==> src/lcu_pkg.sv <==
package lcu_pkg;

  // Default world limits; the top level hands its parameters down from these.
  localparam int DEF_MAX_ROWS = 64;
  localparam int DEF_MAX_COLS = 64;

  // Field and register widths fixed by the interface.
  localparam int OP_W    = 1;
  localparam int COORD_W = 6;
  localparam int AGE_W   = 4;
  localparam int CFG_W   = 7;
  localparam int CFG_IDX_W = 1;

  // Wide enough for a clamped world size of up to 256 and any 7-bit setting.
  localparam int DIM_W = 9;

  // Neighbor counts run 0..8.
  localparam int CNT_W = 4;

  // Read sequence: the cell itself first, then its eight neighbors.
  localparam int STEP_W = 4;
  localparam logic [STEP_W-1:0] STEP_CENTER = 4'd0;
  localparam logic [STEP_W-1:0] STEP_LAST   = 4'd8;

  localparam logic [OP_W-1:0] OP_WRITE   = 1'b0;
  localparam logic [OP_W-1:0] OP_COMPUTE = 1'b1;

  localparam logic [CFG_IDX_W-1:0] CFG_WORLD_ROWS = 1'b0;
  localparam logic [CFG_IDX_W-1:0] CFG_WORLD_COLS = 1'b1;

  localparam logic [CFG_W-1:0] WORLD_ROWS_RST = 7'd64;
  localparam logic [CFG_W-1:0] WORLD_COLS_RST = 7'd64;

  localparam logic [AGE_W-1:0] AGE_MAX     = 4'd9;
  localparam logic [CNT_W-1:0] BIRTH_COUNT = 4'd3;
  localparam logic [CNT_W-1:0] SURVIVE_LOW = 4'd2;

  typedef struct packed {
    logic              load;
    logic              wr_en;
    logic              rd_en;
    logic [STEP_W-1:0] step;
    logic              finish;
  } cmd_t;

  typedef struct packed {
    logic in_range;
    logic is_compute;
    logic out_free;
  } status_t;

endpackage

==> src/lcu_ctrl.sv <==
module lcu_ctrl import lcu_pkg::*; (
  input  logic    clk,
  input  logic    rst_n,
  input  logic    in_valid,
  output logic    in_stall,
  input  status_t status,
  output cmd_t    cmd
);

  typedef enum logic [3:0] {
    S_IDLE   = 4'b0001,
    S_WRITE  = 4'b0010,
    S_READ   = 4'b0100,
    S_FINISH = 4'b1000
  } state_t;

  state_t            state_r, state_nxt;
  logic [STEP_W-1:0] step_r, step_nxt;
  logic              accept;

  assign in_stall = (state_r != S_IDLE);
  assign accept   = in_valid && !in_stall;

  always_comb begin
    state_nxt  = state_r;
    step_nxt   = step_r;
    cmd        = '0;
    cmd.step   = step_r;
    case (state_r)
      S_IDLE: begin
        if (accept) begin
          cmd.load = 1'b1;
          step_nxt = STEP_CENTER;
          if (!status.in_range) begin
            state_nxt = S_IDLE;
          end else if (status.is_compute) begin
            state_nxt = S_READ;
          end else begin
            state_nxt = S_WRITE;
          end
        end
      end
      S_WRITE: begin
        cmd.wr_en = 1'b1;
        state_nxt = S_IDLE;
      end
      S_READ: begin
        cmd.rd_en = 1'b1;
        if (step_r == STEP_LAST) begin
          state_nxt = S_FINISH;
        end else begin
          step_nxt = step_r + 1'b1;
        end
      end
      S_FINISH: begin
        if (status.out_free) begin
          cmd.finish = 1'b1;
          state_nxt  = S_IDLE;
        end
      end
      default: begin
        state_nxt = S_IDLE;
      end
    endcase
  end

  always_ff @(posedge clk) begin
    if (!rst_n) begin
      state_r <= S_IDLE;
      step_r  <= STEP_CENTER;
    end else begin
      state_r <= state_nxt;
      step_r  <= step_nxt;
    end
  end

endmodule

==> config.mk <==
export PLATFORM = sky130hd
export DESIGN_NAME = lcu_ctrl
export DESIGN_NICKNAME = d
export VERILOG_FILES = /design/src/lcu_pkg.sv /design/src/lcu_ctrl.sv
export SDC_FILE = /design/constraint.sdc
export NUM_CORES = 1
export LEC_CHECK = 0
export ABC_AREA = 1
export BUFFER_PORTS_ARGS = -buffer_cell sky130_fd_sc_hd__buf_2
export CORE_AREA = 3 3 51 44
export DETAILED_ROUTE_END_ITERATION = 8
export DIE_AREA = 0 0 54 47
export PLACE_DENSITY = 0.46
export SETUP_SLACK_MARGIN = 0.1
export SKIP_CTS_REPAIR_TIMING = 1
export SLEW_MARGIN = 5
export SYNTH_ARGS = -nofsm -noshare
export SYNTH_HDL_FRONTEND = slang
export SYNTH_SLANG_ARGS = --single-unit
==> constraint.sdc <==
create_clock -name clk -period 2.3 [get_ports clk]
set_clock_uncertainty 0.15 [all_clocks]
set_input_delay 0.115 -clock clk [delete_from_list [all_inputs] [get_ports clk]]
set_output_delay 0.115 -clock clk [all_outputs]
set_load 0.01 [all_outputs]
---- Yosys cells after proc, flatten, opt, wreduce, memory -nomap -nowiden ----
Index checks and enable logic that the tools add are counted.
cells by class
  add/subtract/negate cells ............... 1
  equality and inequality tests ........... 10
  mux-type cells .......................... 15
  reduce and logical (&&, ||, !) cells .... 5
operators by type and width
  operator                                                               count
  4-bit two-way mux                                                      6
  4-bit case mux with 3 select lines                                     1
  4-bit equality test, second input constant                             2
  2-bit != test, second input constant                                   4
  4-bit case mux with 2 select lines                                     1
  1-bit two-way mux                                                      6
  3-bit AND reduction                                                    2
  4-bit by 1-bit adder with 4-bit output, second input constant          1
  4-bit by 1-bit equality test with 1-bit output, second input constant  1
  4-bit by 2-bit equality test with 1-bit output, second input constant  1
  4-bit by 3-bit equality test with 1-bit output, second input constant  1
  4-bit by 1-bit != test with 1-bit output, second input constant        1
  3-bit two-way mux                                                      1
  2-bit nonzero test                                                     1
  1-bit logical AND                                                      1
  1-bit logical NOT                                                      1
storage, ports and cells
  flip-flop bits (word level) ............. 8
  output and inout port bits .............. 9
  word-level logic and storage cells ...... 33

---- Depth between registers and ports, before layout ----
Gate-level depths: netlist of the first run.
  word-level depth ........................ 5
  mapped depth ............................ 10
  depth with buffers taken out ............ 10

---- Worst setup path after synthesis of the first run ----
OpenSTA, ideal clock, no wires.
  path type ............................... register to register
  start ................................... reg step_r[0]
  end ..................................... reg step_r[0]
  setup time .............................. 0.113 ns
  arrival ................................. 1.168 ns
  setup slack ............................. 0.869 ns
  cell stages (with the launch flop) ...... 11
  clock period less this slack ............ 1.431 ns
  cells stage by stage .................... dfxtp_1 inv_1 ha_1 nand2_1 nor2_1 inv_1 nand2_4 nand2_4 nand2_1 nand2_1 nor2_1
between the ends
  longest elaborated chain between the ends .. 3
ends and longest elaborated chain
  what                                                                           RTL line                        RTL
  start: declaration                                                             lcu_ctrl.sv:18                  logic [STEP_W-1:0] step_r, step_nxt;
  start signal: assignment                                                       lcu_ctrl.sv:73                  step_r <= step_nxt;
  4-bit by 1-bit adder with 4-bit output or 4-bit equality test (tied branches)  lcu_ctrl.sv:52, lcu_ctrl.sv:49
  4-bit two-way mux or 2-bit != test (tied branches)                             n/a
  4-bit case mux with 2 select lines or 3-bit AND reduction (tied branches)      n/a
Several ways; a longest one is shown, not always the timed one. The select of a mux whose other input is x is not followed.
A chain may end at the register's enable or synchronous reset.

==> results of run 1 <==
-- flip-flops by register name, indices dropped and copies added (netlist names) --
signal   cells
state_r      4
step_r       4
-- cell usage in the layout, fill, tap and decap left out --
cell and instances:
a21oi_1 2, a21oi_2 1, buf_2 14, clkbuf_4 3
dfxtp_1 8, dlygate4sd3_1 2, ha_1 2, inv_1 13
nand2_1 17, nand2_2 2, nand2_4 2, nand3_1 10
nand4_1 1, nor2_1 15, nor2_2 1, nor2_8 1
nor3_1 1, nor4_1 2, xnor2_1 1
-- per-stage QoR --
stage,instance area (um2),hold slack [ns]
5_1_grt,659,0.103
3_5_place_dp,617,0.231
3_3_place_gp,617,0.239
4_1_cts,639,-0.0366
6_report,659,0.0487
2_1_floorplan,517,0.0491
-- per-layer routing --
layer  up-vias  GRT usage
met2        17      0.140
met4         0     0.0597
met3         2     0.0381
met1       213      0.135
met5         -          0
li1        284          -
-- cell families (layout without fill, tap and decap cells) --
| kind of cell | Yosys count | in the layout |
|---|---|---|
| DFF | 8 | 8 |
| buffers and inverters | 13 | 32 |
| and+or+nand+nor | 52 | 52 |
| adders and majority gates | 2 | 2 |
| AOI/OAI and AO/OA | 3 | 3 |
| xor gates and xnor gates | 1 | 1 |
-- cell usage after synthesis --
| cell type | count |
|---|---|
| nor2_1 | 15 |
| a21oi_1 | 2 |
| nand2_4 | 2 |
| nand2_2 | 2 |
| inv_1 | 13 |
| dfxtp_1 | 8 |
| nor4_1 | 2 |
| nor2_2 | 1 |
| nor3_1 | 1 |
| ha_1 | 2 |
| a21oi_2 | 1 |
| xnor2_1 | 1 |
| nand3_1 | 10 |
| nand4_1 | 1 |
| nor2_8 | 1 |
| nand2_1 | 17 |
-- worst max-delay path by stage --
stage | from | to | slack (ns)
after floorplan | step_r[0] | step_r[0] | 0.87
after detailed placement | step_r[0] | step_r[1] | 0.84
final | state_r[2] | cmd[7] | 0.80
after CTS | state_r[2] | cmd[7] | 0.79
after global routing | step_r[0] | step_r[0] | 0.67
after global placement | step_r[0] | step_r[0] | 0.84
-- power by group --
part	internal [W]	switching, W
Clock	0.0000599	0.0000503
Sequential	0.000152	0.0000162
Combinational	0.0000477	0.0000790
Total	0.000260	0.000145
-- cell type report --
| type | count | area share |
|---|---|---|
| Tap cell | 24 | 0.0455 |
| Multi-Input combinational cell | 58 | 0.467 |
| Timing Repair Buffer | 16 | 0.137 |
| Inverter | 13 | 0.0740 |
| Clock buffer | 3 | 0.0342 |
| Sequential cell | 8 | 0.243 |
-- tightest hold or removal path, stage by stage --
cell     delay [ns]
buf_2          0.09
inv_1          0.05
nor2_2         0.04
nand2_1        0.06
nor3_1         0.04
==> impl_metrics.yaml, run 1 <==
drt:
  met1_length_um: 521
  dr.max_layer_used: "met4"
  postRouteAntennaNets: 0
  vias: 516
  firstDrtPassIters: 5
  finalWirelength_mm: 1.09
  drc: 0
  wl_met3_um: 63
  wl_per_cell_um: 8.96
  routed_via_density: 4.23
  wl_met2_um: 482
  drt_iter0_drc: 15
worst_setup_path:
  cp_slowest_cell: "dfxtp_1"
  r2r_end: "step_r[1]"
  cp_num_buf_inv: 2
  arrival_ns: 1.23
  cp-start-kind: "flop"
  r2r_start: "step_r[0]"
  path_cells: "nor2_1 -> nand3_1 -> inv_1 -> buf_2"
  crit_type: "flop to primary output"
  critPathCaptureType: "primary output"
  reg2reg_slack_ns: 0.84
  crit_fanout: 6
  crit_family: "simple AND/OR/NAND/NOR gates"
  max_stage_delay_ns: 0.36
  reg2regPathDepth: 10
  required_ns: 2.04
  cp.depth: 4
layout:
  fin_util: 0.365
  stdcell_count: 122
  final.fill_count: 205
  ff_latch_area_um2: 160
  n_antenna_cell: 0
  multi_input_area_um2: 308
  area_growth_pct: 27.6
  nets: 108
  drive_gt1_frac: 0.245
pwr:
  leakage_nw: 0.353
  p_total_w: 0.000405
  irDropWorstVdd_mv: 0.252
  power.density_nw_per_um2: 615
floorplan:
  initial_core_util: 0.286
  die_h_um: 47
  floorplan.die_area_um2: 2540
  die_x_um: 54
  core-area_um2: 1800
  num_io_pins: 15
  rows: 14
clock_tree:
  clock_path_buffers: 2
  htree_levels: 1
  clkSlewWorstSetupHoldPaths_ns: 0.06
  clk_latency_ns: 0.25
  root_buffer: "clkbuf_4"
  cts_tree: "built"
  cts_buffers: 3
  cts.sink_count: 8
timing:
  setup_violations: 0
  hold_viol_final: 0
  maxSlewHeadroom: 0.847
  max_freq_ghz: 0.668
  worst_slack_ns: 0.803
  period_minus_slack_ns: 1.50
  fin_crit_sh: 0.651
  worstMarginPinSlew_ns: 0.229
  slew_violations: 0
  rsz0062_at_grt: "false"
  fin_tns_setup_ns: 0
place:
  portBuffers: 14
  place.gp.congestion: 0.737
  dp_slack_ns: 0.839
  hpwlAfterDp_um: 870
  dpl.cell_count: 117
job:
  max_cap_viol_count: 0
synth:
  syn-num-nets: 87
  seq_area_frac_synth: 0.310
  synth_compound_area_frac: 0.0363
  synth_fa_ha_area_frac: 0.0484
  yosysTopAreaCell: "dfxtp_1"
  synth_top_family_by_area: "simple AND/OR/NAND/NOR gates"
  synthXorXnorAreaFrac: 0.0169
  yosysWarnings: 0
  synth.mux.area_fraction: 0
  synth_area_leaders: "dfxtp_1 31%, nand2_1 12%, nor2_1 11%"
  yosys_register_bits: 8
  synthSimpleGateAreaFrac: 0.494
  synth_cells: 79
  syn_area_um2: 517
  syn_area_per_cell_um2: 6.54
  synth.top_cell.area_share: 0.310
  ys_types: 16
grt:
  grt_pass1_vias: 391
  grt_usage: 0.102
  grt_pass1_wl_mm: 1.77
  grt_max_degree: 8
  grt-ovfl-total: 0
  antenna_found_initial: 0
hold_path:
  min-delay-start: "status[2]"
  holdCritPathClass: "input port to flop"
  hold_end: "state_r[1]"
  holdPathStages: 5
status:
  run_status: "completed"
Note: power is estimated with default switching activity, not from simulation.
==> inputs of run 2 (changes only) <==
Settings changed: PLACE_DENSITY 0.46 to 0.48.
Clock period 2.3 ns to 1.35 ns, I/O delays scaled along.
==> run 2 against run 1 <==
Against the previous run:
- the run now ends with negative hold slack left
- count of clock-buffer cells in the layout up 1
- first-iteration DRC count down 60%
- cell count up 5.7%
- sequential share of layout area down 3.3 points
- hold slack worse by 0.14 ns
- power up 110%
- cell area up 32%
- sequential power up 82%
- critical path depth up 6
- global-route usage up 0.59 points
- via count up 8.3%
- largest power group is now combinational logic
==> impl_metrics.yaml, run 2 (same netlist as run 1, synthesis figures left out) <==
place:
  portBuffers: 14
  place.gp.congestion: 0.706
  hpwlAfterDp_um: 971
  dpl.cell_count: 119
layout:
  stdcell_count: 129
  fin_util: 0.483
  final_cell_mix: "13 x nand2_1, 12 x buf_2, 11 x nor2_1"
  area_growth_pct: 68.5
  final_common_cell: "nand2_1"
  n_antenna_cell: 0
  drive_gt1_frac: 0.543
  nets: 114
  top_regs: "state_r: 4 flops, step_r: 4 flops"
pwr:
  leakage_nw: 0.414
  power.density_nw_per_um2: 954
  irDropWorstVdd_mv: 0.501
clock_tree:
  cts.sink_count: 8
  clock_path_buffers: 2
  htree_levels: 1
  cts_tree: "built"
  cts_buffers: 3
  root_buffer: "clkbuf_4"
  clk_latency_ns: 0.26
  clkSlewWorstSetupHoldPaths_ns: 0.06
timing:
  maxSlewHeadroom: 0.813
  slew_violations: 0
  period_minus_slack_ns: 1.33
  whs_ns: -0.0947
  hold_viol_final: 7
  setup_violations: 0
  rsz0062_at_grt: "true"
  max_freq_ghz: 0.750
  worstMarginPinSlew_ns: 0.280
  fin_crit_sh: 0.988
drt:
  drc: 0
  vias: 559
  firstDrtPassIters: 4
  drt_iter0_drc: 6
  finalWirelength_mm: 1.28
  wl_per_cell_um: 9.89
  routed_via_density: 4.33
  postRouteAntennaNets: 0
worst_setup_path:
  crit_fanout: 7
  arrival_ns: 1.38
  crit_type: "flop to flop"
  critPathCaptureType: "flop"
  cp-start-kind: "flop"
  required_ns: 1.40
floorplan:
  num_io_pins: 15
  floorplan.die_area_um2: 2540
  die_h_um: 47
  initial_core_util: 0.286
  core-area_um2: 1800
  die_x_um: 54
  rows: 14
grt:
  grt_usage: 0.108
  grt_pass1_wl_mm: 1.89
  grt-ovfl-total: 0
  grt_max_degree: 8
  grt_pass1_vias: 461
  antenna_found_initial: 0
job:
  max_cap_viol_count: 0
status:
  run_status: "finished with violations"
  violations: "negative hold slack"
hold_path:
  holdCritPathClass: "input port to flop"
[run 2: final timing paths]
path,slack (ns),cells after the start,to,from
setup reg to reg,0.02,10,step_r[1],step_r[0]
setup / recovery,0.02,10,step_r[1],step_r[0]
hold reg to reg,0.38,2,step_r[1],step_r[1]
hold / removal,-0.09,2,state_r[0],rst_n
[run 2: area by class of cell]
type / count / area, um2
multi-input combinational: 58 / 422
timing repair buffer: 22 / 149
fill: 177 / 933
sequential: 8 / 183
tap: 24 / 30.0
inverter: 13 / 61.3
clock buffer: 4 / 26.3
[run 2: stage by stage]
step	worst slack (ns)	power, W	instance area, um2	setup TNS [ns]
after global routing	-0.0515	0.000884	871	-0.205
after floorplan	0.0539	0.000468	547	0
after CTS	-0.136	0.000749	688	-0.346
after global placement	-0.00459	0.000544	662	-0.00459
after detailed placement	0.0160	0.000541	662	0
final	0.0169	0.000831	871	0
[run 2: metal layers]
metal	track usage	routed length [um]
met3	0.0190	53
met2	0.159	550
met1	0.137	632
met5	0	0
met4	0.0896	40
[run 2: report_power, final]
| group | switching [W] | leakage (nW) | internal (W) |
|---|---|---|---|
| Combinational | 0.000179 | 0.330 | 0.000143 |
| Clock | 0.0000896 | 0.0150 | 0.000114 |
| Sequential | 0.0000437 | 0.0692 | 0.000262 |
[run 2: worst max-delay path, stage by stage (launching register included)]
cell and delay (ns):
dfxtp_4 0.36, inv_4 0.06, ha_4 0.13, nand2_4 0.05, nor2_4 0.11, inv_2 0.06, nand2_4 0.07, nand2_4 0.08
nand2_1 0.07, nand2_1 0.04, nor2_1 0.08
